==> src/design/md5p_pkg.sv <==
// Shared types and constants for the MD5 message padder.
// No dependencies; imported by the controller, the datapath and the top level.
`timescale 1ns / 1ps
`default_nettype none

package md5p_pkg;

	// Block geometry: 64 bytes, sixteen 32-bit words.
	localparam int BLOCK_BYTES  = 64;
	localparam int POS_W        = $clog2(BLOCK_BYTES);
	localparam int IDX_W        = POS_W - 2;
	localparam int COUNT_W      = 61;
	localparam int WORD_W       = 32;
	localparam int IN_TDATA_W   = 8;
	localparam int IN_TUSER_W   = 1;
	localparam int OUT_TDATA_W  = 40;

	// Word positions of the 64-bit length field at the end of a block.
	localparam logic [IDX_W-1:0] LEN_LO_IDX = IDX_W'(BLOCK_BYTES / 4 - 2);
	localparam logic [IDX_W-1:0] LEN_HI_IDX = IDX_W'(BLOCK_BYTES / 4 - 1);

	// First byte position that leaves no room for the length field.
	localparam logic [POS_W:0] LEN_START_POS = (POS_W + 1)'(BLOCK_BYTES - 8);

	localparam logic [7:0] PAD_MARK = 8'h80;

	// Commands from the controller to the datapath.
	typedef struct packed {
		logic load_item;  // an input item is accepted this cycle
		logic pad_word;   // emit the next padding or length word
	} md5p_cmd_t;

	// Status from the datapath to the controller.
	typedef struct packed {
		logic out_free;   // output register can take a word this cycle
		logic pad_final;  // the next padding word is the final length word
	} md5p_sts_t;

endpackage

`default_nettype wire

==> src/design/md5p_ctrl.sv <==
// Controller state machine of the MD5 message padder.
// Depends on md5p_pkg; drives the datapath through md5p_cmd_t.
`timescale 1ns / 1ps
`default_nettype none

module md5p_ctrl import md5p_pkg::*; (
	input  wire logic      clk,
	input  wire logic      arst_n,
	input  wire logic      s_tvalid,
	input  wire logic      s_tlast,
	output logic           s_tready,
	input  md5p_sts_t      sts,
	output md5p_cmd_t      cmd
);

	localparam logic ST_ACCEPT = 1'b0;
	localparam logic ST_PAD    = 1'b1;

	logic state_q;
	logic state_n;

	// Items are taken only while collecting bytes and the output can move.
	always_comb begin
		s_tready      = (state_q == ST_ACCEPT) && sts.out_free;
		cmd.load_item = s_tvalid && s_tready;
		cmd.pad_word  = (state_q == ST_PAD) && sts.out_free;
	end

	// Next state: the end-of-message item starts padding, the length word ends it.
	always_comb begin
		state_n = state_q;
		unique case (state_q)
			ST_ACCEPT: begin
				if (cmd.load_item && s_tlast) begin
					state_n = ST_PAD;
				end
			end
			ST_PAD: begin
				if (cmd.pad_word && sts.pad_final) begin
					state_n = ST_ACCEPT;
				end
			end
			default: state_n = ST_ACCEPT;
		endcase
	end

	always_ff @(posedge clk or negedge arst_n) begin
		if (!arst_n) begin
			state_q <= ST_ACCEPT;
		end else begin
			state_q <= state_n;
		end
	end

endmodule

`default_nettype wire

==> src/design/md5p_dp.sv <==
// Datapath of the MD5 message padder: word assembly, byte count and output register.
// Depends on md5p_pkg; controlled by md5p_ctrl through md5p_cmd_t.
`timescale 1ns / 1ps
`default_nettype none

module md5p_dp import md5p_pkg::*; (
	input  wire logic                   clk,
	input  wire logic                   arst_n,
	input  md5p_cmd_t                   cmd,
	output md5p_sts_t                   sts,
	input  wire logic [IN_TDATA_W-1:0]  s_tdata,
	input  wire logic [IN_TUSER_W-1:0]  s_tuser,
	input  wire logic                   s_tlast,
	output logic                        m_tvalid,
	input  wire logic                   m_tready,
	output logic [OUT_TDATA_W-1:0]      m_tdata,
	output logic                        m_tlast
);

	logic [23:0]        partial_q;
	logic [POS_W-1:0]   pos_q;
	logic [COUNT_W-1:0] count_q;
	logic               pad_first_q;
	logic               len_ok_q;
	logic               out_valid_q;
	logic [WORD_W-1:0]  out_word_q;
	logic [IDX_W-1:0]   out_idx_q;
	logic               out_last_q;

	logic [1:0]         lane;
	logic [IDX_W-1:0]   idx;
	logic [7:0]         in_byte;
	logic               has_byte;
	logic [WORD_W-1:0]  byte_ins;
	logic [WORD_W-1:0]  mark_ins;
	logic               word_done;
	logic [POS_W:0]     pos_after;
	logic [WORD_W-1:0]  pad_word;
	logic               emit;
	logic [WORD_W-1:0]  emit_word;
	logic [IDX_W-1:0]   emit_idx;
	logic               emit_last;

	assign lane     = pos_q[1:0];
	assign idx      = pos_q[POS_W-1:2];
	assign in_byte  = s_tdata[7:0];
	assign has_byte = s_tuser[0];

	// Byte and end marker placed at the current lane of the word.
	always_comb begin
		byte_ins  = WORD_W'(in_byte) << {lane, 3'b000};
		mark_ins  = WORD_W'(PAD_MARK) << {lane, 3'b000};
		word_done = has_byte && (lane == 2'd3);
		pos_after = {1'b0, pos_q} + (POS_W + 1)'(has_byte);
	end

	// Padding word: marker word first, then zeros, then the bit length.
	always_comb begin
		pad_word = '0;
		if (pad_first_q) begin
			pad_word = {8'h00, partial_q} | mark_ins;
		end else if (len_ok_q && (idx == LEN_LO_IDX)) begin
			pad_word = {count_q[28:0], 3'b000};
		end else if (len_ok_q && (idx == LEN_HI_IDX)) begin
			pad_word = count_q[COUNT_W-1:29];
		end
	end

	assign sts.out_free  = !out_valid_q || m_tready;
	assign sts.pad_final = len_ok_q && (idx == LEN_HI_IDX);

	// Word going into the output register this cycle, if any.
	always_comb begin
		emit      = (cmd.load_item && word_done) || cmd.pad_word;
		emit_word = cmd.pad_word ? pad_word : {in_byte, partial_q};
		emit_idx  = idx;
		emit_last = cmd.pad_word && sts.pad_final;
	end

	// Message state: partial word, byte position, byte count, padding flags.
	always_ff @(posedge clk or negedge arst_n) begin
		if (!arst_n) begin
			partial_q   <= '0;
			pos_q       <= '0;
			count_q     <= '0;
			pad_first_q <= 1'b0;
			len_ok_q    <= 1'b0;
		end else if (cmd.load_item) begin
			if (has_byte) begin
				partial_q <= word_done ? 24'h000000 : (partial_q | byte_ins[23:0]);
				pos_q     <= pos_after[POS_W-1:0];
				count_q   <= count_q + COUNT_W'(1);
			end
			if (s_tlast) begin
				pad_first_q <= 1'b1;
				len_ok_q    <= ({1'b0, pos_after[POS_W-1:0]} < LEN_START_POS);
			end
		end else if (cmd.pad_word) begin
			if (sts.pad_final) begin
				partial_q   <= '0;
				pos_q       <= '0;
				count_q     <= '0;
				pad_first_q <= 1'b0;
				len_ok_q    <= 1'b0;
			end else begin
				partial_q   <= '0;
				pos_q       <= {idx + IDX_W'(1), 2'b00};
				pad_first_q <= 1'b0;
				if (idx == LEN_HI_IDX) begin
					len_ok_q <= 1'b1;
				end
			end
		end
	end

	// Output register valid flag.
	always_ff @(posedge clk or negedge arst_n) begin
		if (!arst_n) begin
			out_valid_q <= 1'b0;
		end else if (emit) begin
			out_valid_q <= 1'b1;
		end else if (m_tready) begin
			out_valid_q <= 1'b0;
		end
	end

	// Output register payload.
	always_ff @(posedge clk) begin
		if (emit) begin
			out_word_q <= emit_word;
			out_idx_q  <= emit_idx;
			out_last_q <= emit_last;
		end
	end

	assign m_tvalid = out_valid_q;
	assign m_tdata  = {{(OUT_TDATA_W - WORD_W - IDX_W){1'b0}}, out_idx_q, out_word_q};
	assign m_tlast  = out_last_q;

endmodule

`default_nettype wire

==> src/design/md5_message_padder_top.sv <==
// Top level of the MD5 message padder: byte stream in, padded 32-bit word stream out.
// Depends on md5p_pkg, md5p_ctrl and md5p_dp.
//
// Channel | Direction | tdata (low bit up)        | tuser        | tlast
// s_*     | in        | byte_value[7:0]           | has_byte[0]  | is_last
// m_*     | out       | word[31:0], word_index[35:32], zeros | - | last_of_run
//
// Message bytes are taken one per cycle while the output register can move.
// The end-of-message item is followed by 3 to 18 padding and length words,
// one per cycle while the output register can move, emitted by the controller's padding state; no item is taken then.
// A single output register parts the two sides; m_tready low while it holds a word stalls both.
// Reset is asynchronous and active low and clears all message state.
`timescale 1ns / 1ps
`default_nettype none

module md5_message_padder_top import md5p_pkg::*; (
	input  wire logic                   clk,
	input  wire logic                   arst_n,
	input  wire logic                   s_tvalid,
	output logic                        s_tready,
	input  wire logic [IN_TDATA_W-1:0]  s_tdata,   // byte_value[7:0]
	input  wire logic [IN_TUSER_W-1:0]  s_tuser,   // has_byte[0]
	input  wire logic                   s_tlast,
	output logic                        m_tvalid,
	input  wire logic                   m_tready,
	output logic [OUT_TDATA_W-1:0]      m_tdata,   // word[31:0], word_index[35:32], zero[39:36]
	output logic                        m_tlast
);

	md5p_cmd_t cmd;
	md5p_sts_t sts;

	// Sequencing of byte intake and padding.
	md5p_ctrl u_ctrl (
		.clk      (clk),
		.arst_n   (arst_n),
		.s_tvalid (s_tvalid),
		.s_tlast  (s_tlast),
		.s_tready (s_tready),
		.sts      (sts),
		.cmd      (cmd)
	);

	// Word assembly, length counter and output register.
	md5p_dp u_dp (
		.clk      (clk),
		.arst_n   (arst_n),
		.cmd      (cmd),
		.sts      (sts),
		.s_tdata  (s_tdata),
		.s_tuser  (s_tuser),
		.s_tlast  (s_tlast),
		.m_tvalid (m_tvalid),
		.m_tready (m_tready),
		.m_tdata  (m_tdata),
		.m_tlast  (m_tlast)
	);

endmodule

`default_nettype wire
==> config.mk <==
export PLATFORM = sky130hd
export DESIGN_NAME = md5_message_padder_top
export DESIGN_NICKNAME = d
export VERILOG_FILES = /design/src/design/md5p_pkg.sv /design/src/design/md5p_ctrl.sv /design/src/design/md5p_dp.sv /design/src/design/md5_message_padder_top.sv
export SDC_FILE = /design/constraint.sdc
export NUM_CORES = 1
export LEC_CHECK = 0
export BUFFER_PORTS_ARGS = -buffer_cell sky130_fd_sc_hd__buf_2
export CORE_MARGIN = 5
export CORE_UTILIZATION = 40
export CTS_CLUSTER_DIAMETER = 80
export DETAILED_ROUTE_END_ITERATION = 7
export SYNTH_ARGS = -nofsm -noshare
export SYNTH_HDL_FRONTEND = slang
export SYNTH_HIERARCHICAL = 1
export SYNTH_SLANG_ARGS = --single-unit
==> constraint.sdc <==
create_clock -name clk -period 4.07 [get_ports clk]
set_clock_uncertainty 0.05 [all_clocks]
set_input_delay 0.814 -clock clk [delete_from_list [all_inputs] [get_ports clk]]
set_output_delay 0.814 -clock clk [all_outputs]
set_load 0.01 [all_outputs]
# Yosys cells after proc, flatten, opt, wreduce, memory -nomap -nowiden
# Index checks and enable logic that the tools add are counted.
[word_totals] out_inout_bits=43 word_cells=73 reg_bits=132
[classes] eq_ne=5 n_bitwise=3 n_shift=2 addsub=3 mux=29 n_reduce_logical=20 n_lt_le_gt_ge=1
[op_table] cell="two-way mux 61 bit" count=4
[op_table] cell="two-way mux 32 bit" count=4
[op_table] cell="two-way mux 24 bit" count=4
[op_table] cell="adder 61 x 1 -> 61 bit (second input constant)" count=1
[op_table] cell="OR 24 x 32 -> 32 bit" count=1
[op_table] cell="left shift 8 x 5 -> 32 bit (first input constant)" count=1
[op_table] cell="two-way mux 6 bit" count=4
[op_table] cell="OR 24 bit" count=1
[op_table] cell="left shift 8 x 5 -> 24 bit" count=1
[op_table] cell="two-way mux 1 bit" count=12
[op_table] cell="logical AND 1 bit" count=9
[op_table] cell="== test 4 bit (second input constant)" count=2
[op_table] cell="adder 6 x 1 -> 6 bit" count=1
[op_table] cell="< comparator 6 bit (second input constant)" count=1
[op_table] cell="AND reduction 3 bit" count=2
[op_table] cell="nonzero test 2 bit" count=3
[op_table] cell="adder 4 x 1 -> 4 bit (second input constant)" count=1
[op_table] cell="inequality test 2 bit (second input constant)" count=2
[op_table] cell="AND reduction 2 bit" count=2
[op_table] cell="nonzero test 3 bit" count=1
[op_table] cell="== test 2 bit (second input constant)" count=1
[op_table] cell="logical OR 1 bit" count=2
[op_table] cell="one-hot mux 1 bit (2 select lines)" count=1
[op_table] cell="logical NOT 1 bit" count=1
[op_table] cell="NOT 1 bit" count=1

# Depth between registers and ports, before layout
# Gate-level depths: netlist of run 1.
[logic_depth] depth_word=7 ltp_mapped=11 mapped_depth_nobuf=9

# Hierarchy
# The synthesis of run 1 kept the hierarchy.
[by_module_without_submodules] mod="md5p_dp" instances=1 cells_each=645 area_per_inst_um2=6352.3 seq_area_each_um2=3463.3
[by_module_without_submodules] mod="md5p_ctrl" instances=1 cells_each=6 area_per_inst_um2=68.8 seq_area_each_um2=25.0

# Worst setup path before layout of run 1
# Ideal clock, no wire load.
[synth_timing] path_type="input-to-reg" startpoint="in m_tready" endpoint="reg u_dp.out_last_q, in the netlist u_dp/m_tlast, enable pin" setup_ns=0.440 t_required_ns=3.580 path_stages=6 arrival_time_ns=3.548 slack_ns=0.032 path_cell_list="nand2b_1 -> nor2b_4 -> and2_1 -> clkbuf_1 -> nand2_1 -> o21bai_1"
[synth_rtl] item="start: declaration" line="md5_message_padder_top.sv:25" rtl="input wire logic m_tready,"
[synth_rtl] item="end signal: assignment" line="md5p_dp.sv:132" rtl="out_last_q <= emit_last;"
[synth_rtl] item="end: declaration" line="md5p_dp.sv:28" rtl="logic out_last_q;"

==> impl_metrics.ini, run 1 <==
[setup_path]
critPathKind = input port to flip-flop
worst-path-max-fanout = 13
cp.required_ns = 4.30
reg2reg_from = u_dp/pos_q[2]$_DFFE_PN0P_
r2r_cells = 8
cpPeakStageDelay_ns = 0.74
worstSetupStartpointType = input port
cp.arrival_ns = 3.23
path_cells = buf_2, nand2b_1, nor2b_4, and2_1, nor2b_1, a21oi_1, or4_1, nor4_4, xnor2_1, nor2_1
r2r-end = u_dp/count_q[44]$_DFFE_PN0P_
r2r_slack_ns = 1.11
cp_slowest_cell = or4_1
worstSetupEndpointType = flip-flop

[final_layout]
final_cells = 930
num-nets-final = 720
layout_common_cells = nor2_1, dfrtp_1, nand2_1
drive_above_1_share = 0.147
fillCellCount = 1474
area_delta_synth_final_pct = 16.7
antenna_cells = 0
final_common_cell = nor2_1

[clocking]
clkLatencyLatePin_ns = 0.42
cts_setup_buffers = 0
cts.htree.levels = 4
post_cts_resized = 0
cts_tree = built
cts_made_buffers = 17
clockBufferDepth = 2
cts_num_sinks = 132
cts_root_buf = clkbuf_16
cts_hold_buf = 0
clk_pin_slew_ns = 0.05

[status]
outcome = finished, final reports clean

[placed_design]
dp_cells = 898
gp_congestion = 0.833
place_ws_ns = 0.652
portBuffers = 52
hpwl_mm = 11.7

[floorplan]
dieArea_mm2 = 0.0187
fp-row-count = 46
coreArea_mm2 = 0.0158
ios = 57
start_util = 0.406
die_w_um = 137
die_y_um = 137

[yosys]
synth-simple-area-share = 0.222
syn-cell-area_mm2 = 0.00642
yosysWarnings = 6
synth_top_family_by_area = simple AND/OR/NAND/NOR gates
synthFlopType = dfrtp_1
syn_inst = 651
ys_async_sr_fraction = 0.720
synth-seq-cells = 132
synth-compound-area-share = 0.109
synth_xor_area_frac = 0.0791
synth_fa_ha_area_frac = 0.00974
synthMuxAreaShare = 0.00331
avgSynthCellArea_um2 = 9.86
synth-edff-count = 37
yosysUniqueCellTypes = 51
synth-seq-area-share = 0.543

[route]
wl_mm = 16.7
post_drt_via_cell_ratio = 5.48
drcViolationCount = 0
drt_iter0_drc = 463
wire_per_inst_um = 18.0
detail-route-antenna-nets = 0
dr.pass1.iters = 5
vias = 5101

[timing]
post-route-period-util = 0.737
setup_tns_ns = 0
hold_viol_final = 0
setup_ws_ns = 1.07
fmax_mhz = 333
drv_slew = 0
grt_setup_unrepaired = false
post-route-min-period_ns = 3.00
setup_viol = 0
relSlewSlack = 0.263
worstMarginPinSlew_ns = 1.10

[global_routing]
grt_usage = 0.188
gr-total-overflow = 0
grt_max_degree = 62
grt_antenna_before_repair = 0
grt_pass1_vias = 4884
grt_pass1_wl_mm = 27.1

[power_and_ir_drop]
power.leakage_nw = 3.13
totalPowerFinal_mw = 4.28
power.density_mw_per_mm2 = 572
ir_drop_uv = 263

[run]
cap_violations = 0

[hold_path]
min_path_type = input port to async pin
[layer usage]
layer / GRT usage / up-vias / wire (µm)
met5: 0 / - / 0
met4: 0.0689 / 0 / 267
met3: 0.0419 / 19 / 1050
met2: 0.284 / 152 / 7710
met1: 0.266 / 2530 / 7710
li1: - / 2400 / -
[cell usage after synthesis (all sizes together) (25+ instances only)]
library cell  instances  area share
nor2                103       0.060
dfrtp                95        0.37
nand2                57       0.033
a21oi                38       0.030
edfxtp               37        0.17
o21ai                32       0.025
xor2                 30       0.041
nand3                29       0.025
nand4                29       0.029
clkbuf               28       0.016
xnor2                28       0.038
a22oi                25       0.029
[worst max-delay path by stage]
| stage | slack, ns | to | depth (start not counted) | start |
|---|---|---|---|---|
| finish | 1.07 | u_dp/count_q[44]$_DFFE_PN0P_ | 10 | m_tready |
| detailed placement | 0.65 | u_dp/count_q[44]$_DFFE_PN0P_ | 10 | m_tready |
| global route | 0.94 | u_dp/count_q[40]$_DFFE_PN0P_ | 10 | m_tready |
| global placement | 0.69 | u_dp/count_q[44]$_DFFE_PN0P_ | 10 | m_tready |
| CTS | 1.08 | u_dp/count_q[44]$_DFFE_PN0P_ | 10 | m_tready |
| floorplan | 0.03 | u_dp/m_tlast$_DFFE_PP_ | 6 | m_tready |
[worst max-delay path, delay by kind of cell]
family / cells / cell delay, ns
AO/OA/AOI/OAI: 1 / 0.23
buffers and inverters: 1 / 0.09
XOR/XNOR: 1 / 0.14
AND/OR/NAND/NOR: 7 / 1.94
[cell type report]
class	count	area [µm²]	area share
repair buffers	64	353	0.0471
flip-flops and latches	132	3490	0.466
inverters	17	63.8	0.00852
clock buffers	28	497	0.0663
multi-input cells	469	2750	0.367
well taps	216	270	0.0361
clock inverters	4	73.8	0.00985
[registers in the layout (all words and copies together) (netlist names)]
signal	cells
u_dp/len_ok_q	1
u_dp/partial_q	24
u_dp/m_tlast	1
u_ctrl/state_q	1
u_dp/pos_q	6
u_dp/out_word_q	32
u_dp/pad_first_q	1
u_dp/m_tvalid	1
u_dp/out_idx_q	4
u_dp/count_q	61
[logic make-up after synthesis]
| family | count (synthesis) |
|---|---|
| AO/OA/AOI/OAI | 116 |
| XOR/XNOR | 58 |
| adder cells (fa/ha/maj) | 5 |
| buffers and inverters | 53 |
| flip-flops | 132 |
| multiplexers | 2 |
| other | 1 |
| AND/OR/NAND/NOR | 284 |
[through the flow]
step / cell area [µm²] / hold slack, ns / utilization
after floorplan: 6430 / 0.412 / -
after global placement: 6920 / 0.426 / 0.437
after detailed placement: 6920 / 0.434 / 0.437
after CTS: 7490 / 0.434 / 0.473
after global routing: 7490 / 0.466 / 0.473
final: 7490 / 0.412 / 0.473
[power breakdown]
part           switching (mW)  internal, mW  total [mW]
Combinational           0.600         0.318       0.918
Sequential              0.186          1.69        1.88
Clock                   0.539         0.951        1.49
Total                    1.32          2.96        4.28
No activity file was read; power rests on OpenSTA's default activity.
==> run 2, diff against run 1 <==
ABC_AREA = 1   (was default)
clock period = 2.5 ns   (was 4.07 ns; I/O delays follow)
==> run 2 against run 1 <==
Net effect:
- non-clock buffer count grew 3
- via count increased by 31%
- total power grew 100%
- combinational power rose to 2.8 times the previous value
- critical path depth down 2
- setup slack got worse by 0.85 ns
- register-to-register slack lost 0.89 ns
- critical path type is now flip-flop to flip-flop
- critical endpoint is now u_dp/out_word_q[31]$_DFFE_PP_
==> impl_metrics.ini, run 2 <==
[floorplan]
start_util = 0.405
coreArea_mm2 = 0.0178
fp-row-count = 49
ios = 57
die_w_um = 144
die_y_um = 144
dieArea_mm2 = 0.0208

[yosys]
synth_top_area_frac = 0.329
synth-simple-area-share = 0.280
synth_xor_area_frac = 0.00728
synth-edff-count = 37
ys_async_sr_fraction = 0.720
synthTopCellsByCount = nand2_1, nor2_1, inv_1
synth_top_family_by_area = simple AND/OR/NAND/NOR gates
synth-compound-area-share = 0.138
syn_inst = 973
synthMuxAreaShare = 0
yosysMostFrequentCell = nand2_1
yosysUniqueCellTypes = 39
synthFlopType = dfrtp_1
ys_top_cells_by_area = dfrtp_1, edfxtp_1, nand2_1
synth-seq-cells = 132
yosysWarnings = 6
syn-cell-area_mm2 = 0.00722
synth-seq-area-share = 0.483
avgSynthCellArea_um2 = 7.42
synth_fa_ha_area_frac = 0.00866
synth_top_area_cell = dfrtp_1

[clocking]
post_cts_resized = 0
cts_made_buffers = 17
cts.htree.levels = 4
clockBufferDepth = 2
clkLatencyLatePin_ns = 0.43
cts_num_sinks = 132
clk_pin_slew_ns = 0.06
cts_hold_buf = 0
cts_tree = built
cts_root_buf = clkbuf_16
cts_setup_buffers = 0

[timing]
relSlewSlack = 0.471
post-route-min-period_ns = 2.28
setup_tns_ns = 0
fmax_mhz = 439
post-route-period-util = 0.911
hold_viol_final = 0
drv_slew = 0
whs_ns = 0.0128
setup_viol = 0
setup_ws_ns = 0.222
worstMarginPinSlew_ns = 0.792
grt_setup_unrepaired = false

[route]
m1WireLength_mm = 9.95
wl_met2_mm = 9.71
wl_met3_mm = 1.58
detail-route-antenna-nets = 0
post_drt_via_cell_ratio = 5.24
wl_mm = 22.0
drcViolationCount = 0
dr.pass1.iters = 5
drt_iter0_drc = 667
wire_per_inst_um = 17.2
top_layer = met4
vias = 6674

[setup_path]
critPathKind = flip-flop to flip-flop
worstSetupEndpointType = flip-flop
worst-path-max-fanout = 27
r2r_slack_ns = 0.22
cp.arrival_ns = 2.39
cp-endpoint = u_dp/out_word_q[31]$_DFFE_PP_
reg2reg_from = u_dp/pos_q[2]$_DFFE_PN0P_
worstSetupStartpointType = flip-flop
crit_start = u_dp/pos_q[2]$_DFFE_PN0P_
r2r-end = u_dp/out_word_q[31]$_DFFE_PP_
cp.required_ns = 2.61
r2r_cells = 8

[power_and_ir_drop]
power.leakage_nw = 3.79
power.density_mw_per_mm2 = 1020
ir_drop_uv = 1260
totalPowerFinal_mw = 8.56

[final_layout]
area_delta_synth_final_pct = 15.9
regMostFlops = u_dp/count_q
antenna_cells = 0
layout_common_cells = nand2_1, nor2_1, inv_1
final_cells = 1273
drive_above_1_share = 0.111
largest_reg_flops = 61
final_common_cell = nand2_1
fin_util = 0.469
reg.largest.list = u_dp/count_q (61), u_dp/out_word_q (32), u_dp/partial_q (24)
num-nets-final = 1050
design_area_mm2 = 0.00837

[placed_design]
hpwl_mm = 16.5
gp_congestion = 0.940
placed_cell_area_mm2 = 0.00780
portBuffers = 52
place_ws_ns = 0.132
dp_cells = 1241

[status]
outcome = finished, final reports clean

[global_routing]
gr-total-overflow = 0
grt_pass1_vias = 6377
grt_max_degree = 56
grt_pass1_wl_mm = 34.8
grt_usage = 0.219
grt_antenna_before_repair = 0

[hold_path]
min_path_type = input port to async pin

[run]
cap_violations = 0
## run 2: changes by cell type after synthesis, sizes merged, moves of 24 or more
cell   change
nor2      +89
inv      +100
a21oi     +53
xor2      -26
a22oi     -24
nand2    +179
xnor2     -26
## run 2: critical path, cell delays in order (launching register included)
cell     delay [ns]
dfrtp_1        0.43
inv_1          0.09
ha_1           0.20
inv_1          0.14
nor3_4         0.06
inv_1          0.58
o21ai_0        0.16
nor2_1         0.17
o22ai_1        0.12
## run 2: cell families after synthesis
group                    count (synthesis)
AND/OR/NAND/NOR                        495
AO/OA/AOI/OAI                          185
adder cells (fa/ha/maj)                  5
flip-flops                             132
buffers and inverters                  149
other                                    1
XOR/XNOR                                 6
## run 2: final cells by class
type | count | area [µm²]
inverter | 118 | 447
fill | 1819 | 9470
timing repair buffer | 67 | 413
clock inverter | 13 | 135
tap | 229 | 287
clock buffer | 19 | 433
sequential | 132 | 3490
multi-input combinational | 695 | 3170
## run 2: power by group
group / total (mW) / switching [mW] / internal, mW
registers: 3.54 / 0.579 / 2.96
clock network: 2.42 / 0.957 / 1.46
logic: 2.60 / 1.75 / 0.852
total: 8.56 / 3.29 / 5.27
## run 2: worst min-delay path by stage
stage | from | depth (start not counted) | to | slack [ns]
final | arst_n | 1 | u_dp/count_q[1]$_DFFE_PN0P_ | 0.01
after global routing | arst_n | 1 | u_dp/count_q[33]$_DFFE_PN0P_ | 0.06
after CTS | arst_n | 1 | u_dp/count_q[4]$_DFFE_PN0P_ | 0.02
after detailed placement | u_dp/partial_q[15]$_DFFE_PN0P_ | 2 | u_dp/partial_q[15]$_DFFE_PN0P_ | 0.45
after global placement | u_dp/pos_q[5]$_DFFE_PN0P_ | 0 | u_dp/out_idx_q[3]$_DFFE_PP_ | 0.43
after floorplan | arst_n | 0 | u_ctrl/state_q$_DFF_PN0_ | 0.15
## run 2: metal layers
metal | GRT usage | vias to the layer above
li1 | - | 3279
met1 | 0.305 | 3102
met2 | 0.333 | 253
met3 | 0.0496 | 40
met4 | 0.0844 | 0
met5 | 0 | -
==> run 3, diff against run 2 <==
clock period = 2.2 ns   (was 2.5 ns; I/O delays follow)
==> run 3 against run 2 <==
Net effect:
- via count increased by 1.4%
- flip-flop and latch count stayed put
- die area stayed put
- cell count rose by 1.3%
- routed wire length up 3.3%
- maximum frequency increased by 14%
- clock power grew 17%
- non-clock buffer count increased by 16
- worst hold slack improved by 0.21 ns
- combinational power increased by 20%
- register-to-register slack worse by 0.03 ns
- setup slack got worse by 0.025 ns
- critical endpoint is now u_dp/count_q[35]$_DFFE_PN0P_
- largest cell class unchanged
- largest power group unchanged
==> impl_metrics.ini, run 3 (synthesis results as in run 2) <==
[status]
outcome = finished, final reports clean

[clocking]
clkLatencyLatePin_ns = 0.42
cts_tree = built
cts.htree.levels = 4
clockBufferDepth = 2
clk_pin_slew_ns = 0.06
cts_made_buffers = 17
cts_num_sinks = 132
cts_root_buf = clkbuf_16

[route]
wl_mm = 22.7
dr.pass1.iters = 8
vias = 6769
wire_per_inst_um = 17.6
drt_iter0_drc = 666
post_drt_via_cell_ratio = 5.25
drcViolationCount = 0
detail-route-antenna-nets = 0

[timing]
post-route-period-util = 0.911
setup_tns_ns = 0
grt_setup_unrepaired = false
hold_viol_final = 0
setup_ws_ns = 0.196
setup_viol = 0
worstMarginPinSlew_ns = 0.571
post-route-min-period_ns = 2.00
relSlewSlack = 0.619
fmax_mhz = 499
drv_slew = 0
whs_ns = 0.226

[power_and_ir_drop]
pwr-share-seq = 0.401
power.leakage_nw = 3.89
p_sw_frac = 0.382
netSwitchingPower_mw = 3.81
clkPwrFrac = 0.284
power.density_mw_per_mm2 = 1160
p_int_mw = 6.16
power_frac_comb = 0.314
ir_drop_uv = 683

[final_layout]
layout_common_cells = nand2_1, nor2_1, inv_1
antenna_cells = 0
fillCellCount = 1780
regMostFlops = u_dp/count_q
reg.largest.list = u_dp/count_q (61), u_dp/out_word_q (32), u_dp/partial_q (24)
final_common_cell = nand2_1
largest_reg_flops = 61
area_delta_synth_final_pct = 18.7
drive_above_1_share = 0.133
num-nets-final = 1066

[setup_path]
worst-path-max-fanout = 4
critPathKind = flip-flop to flip-flop
r2r_slack_ns = 0.20
cp.arrival_ns = 2.26
worstSetupStartpointType = flip-flop
worstSetupEndpointType = flip-flop
cp.required_ns = 2.46

[global_routing]
grt_antenna_before_repair = 0
grt_usage = 0.225
grt_max_degree = 56
gr-total-overflow = 0
grt_pass1_wl_mm = 35.7
grt_pass1_vias = 6362

[run]
cap_violations = 0

[floorplan]
start_util = 0.405
die_w_um = 144
die_y_um = 144
coreArea_mm2 = 0.0178
dieArea_mm2 = 0.0208
fp-row-count = 49
ios = 57

[hold_path]
min_path_type = input port to flip-flop

[placed_design]
hpwl_mm = 17.5
place_ws_ns = 0.00998
portBuffers = 52
gp_congestion = 0.976
## run 3: cell count changes in the layout (fill, tap and decap cells not counted), sizes merged
cell         before  now
buf              67   82
clkinvlp          5    4
dlygate4sd3       0    1
inv             118  119
## run 3: routing by layer
layer	vias up	global-route usage	routed length [µm]
li1	3312	-	-
met5	-	0	0
met4	0	0.0658	452
met1	3197	0.328	10700
met3	33	0.0377	1390
met2	227	0.346	10100
## run 3: cell type report
class	instances	area (µm²)	share of cell area
flip-flops and latches	132	3490	0.407
well taps	229	287	0.0334
repair buffers	83	548	0.0640
clock buffers	19	443	0.0517
inverters	118	447	0.0521
clock inverters	13	149	0.0174
multi-input cells	695	3210	0.374
## run 3: path summary, 6_finish.rpt
path                                         startpoint                              to  cells after the start
min in group asynchronous                        arst_n     u_dp/count_q[4]$_DFFE_PN0P_                      2
max                        u_dp/count_q[10]$_DFFE_PN0P_    u_dp/count_q[35]$_DFFE_PN0P_                      9
min reg2reg                   u_dp/pos_q[5]$_DFFE_PN0P_     u_dp/out_idx_q[3]$_DFFE_PP_                      0
max reg2reg                u_dp/count_q[10]$_DFFE_PN0P_    u_dp/count_q[35]$_DFFE_PN0P_                      9
max in group asynchronous                        arst_n    u_dp/count_q[32]$_DFFE_PN0P_                      3
min                                          s_tdata[5]  u_dp/partial_q[13]$_DFFE_PN0P_                      3
## run 3: per-stage QoR
step,instance area (µm²),std cells,utilization,total power [mW]
floorplan,7260,976,-,5.72
global placement,7930,1254,0.444,7.08
detailed placement,7930,1254,0.444,7.11
CTS,8530,1287,0.478,9.97
global route,8570,1289,0.480,10.6
finish,8570,1289,0.480,9.97
## run 3: power by group through the flow
stage          logic [mW]  registers, mW  clock network (mW)
3_5_place_dp         3.08           4.03                   0
4_1_cts              3.09           3.99                2.89
6_report             3.13           4.00                2.84
2_1_floorplan        1.77           3.95                   0
3_3_place_gp         3.05           4.02                   0
5_1_grt              3.49           4.08                3.00
## run 3: worst max-delay path, cell delays in order (launching register included)
cell and delay (ns):
dfrtp_1 0.50, nand2_1 0.18, nor2_1 0.26, nand2_1 0.10, nor2_2 0.23, nand3_1 0.19
nor2_1 0.19, nand2_1 0.07, nand2_1 0.06, nor2_1 0.05
## run 3: what timing repair did
item | in CTS | in global routing
gates resized for setup | 0 | 7
endpoints found under the setup margin | 0 | 29
setup buffers | 0 | 2
hold buffers | 1 | 0
endpoints found under the hold margin | 31 | 0
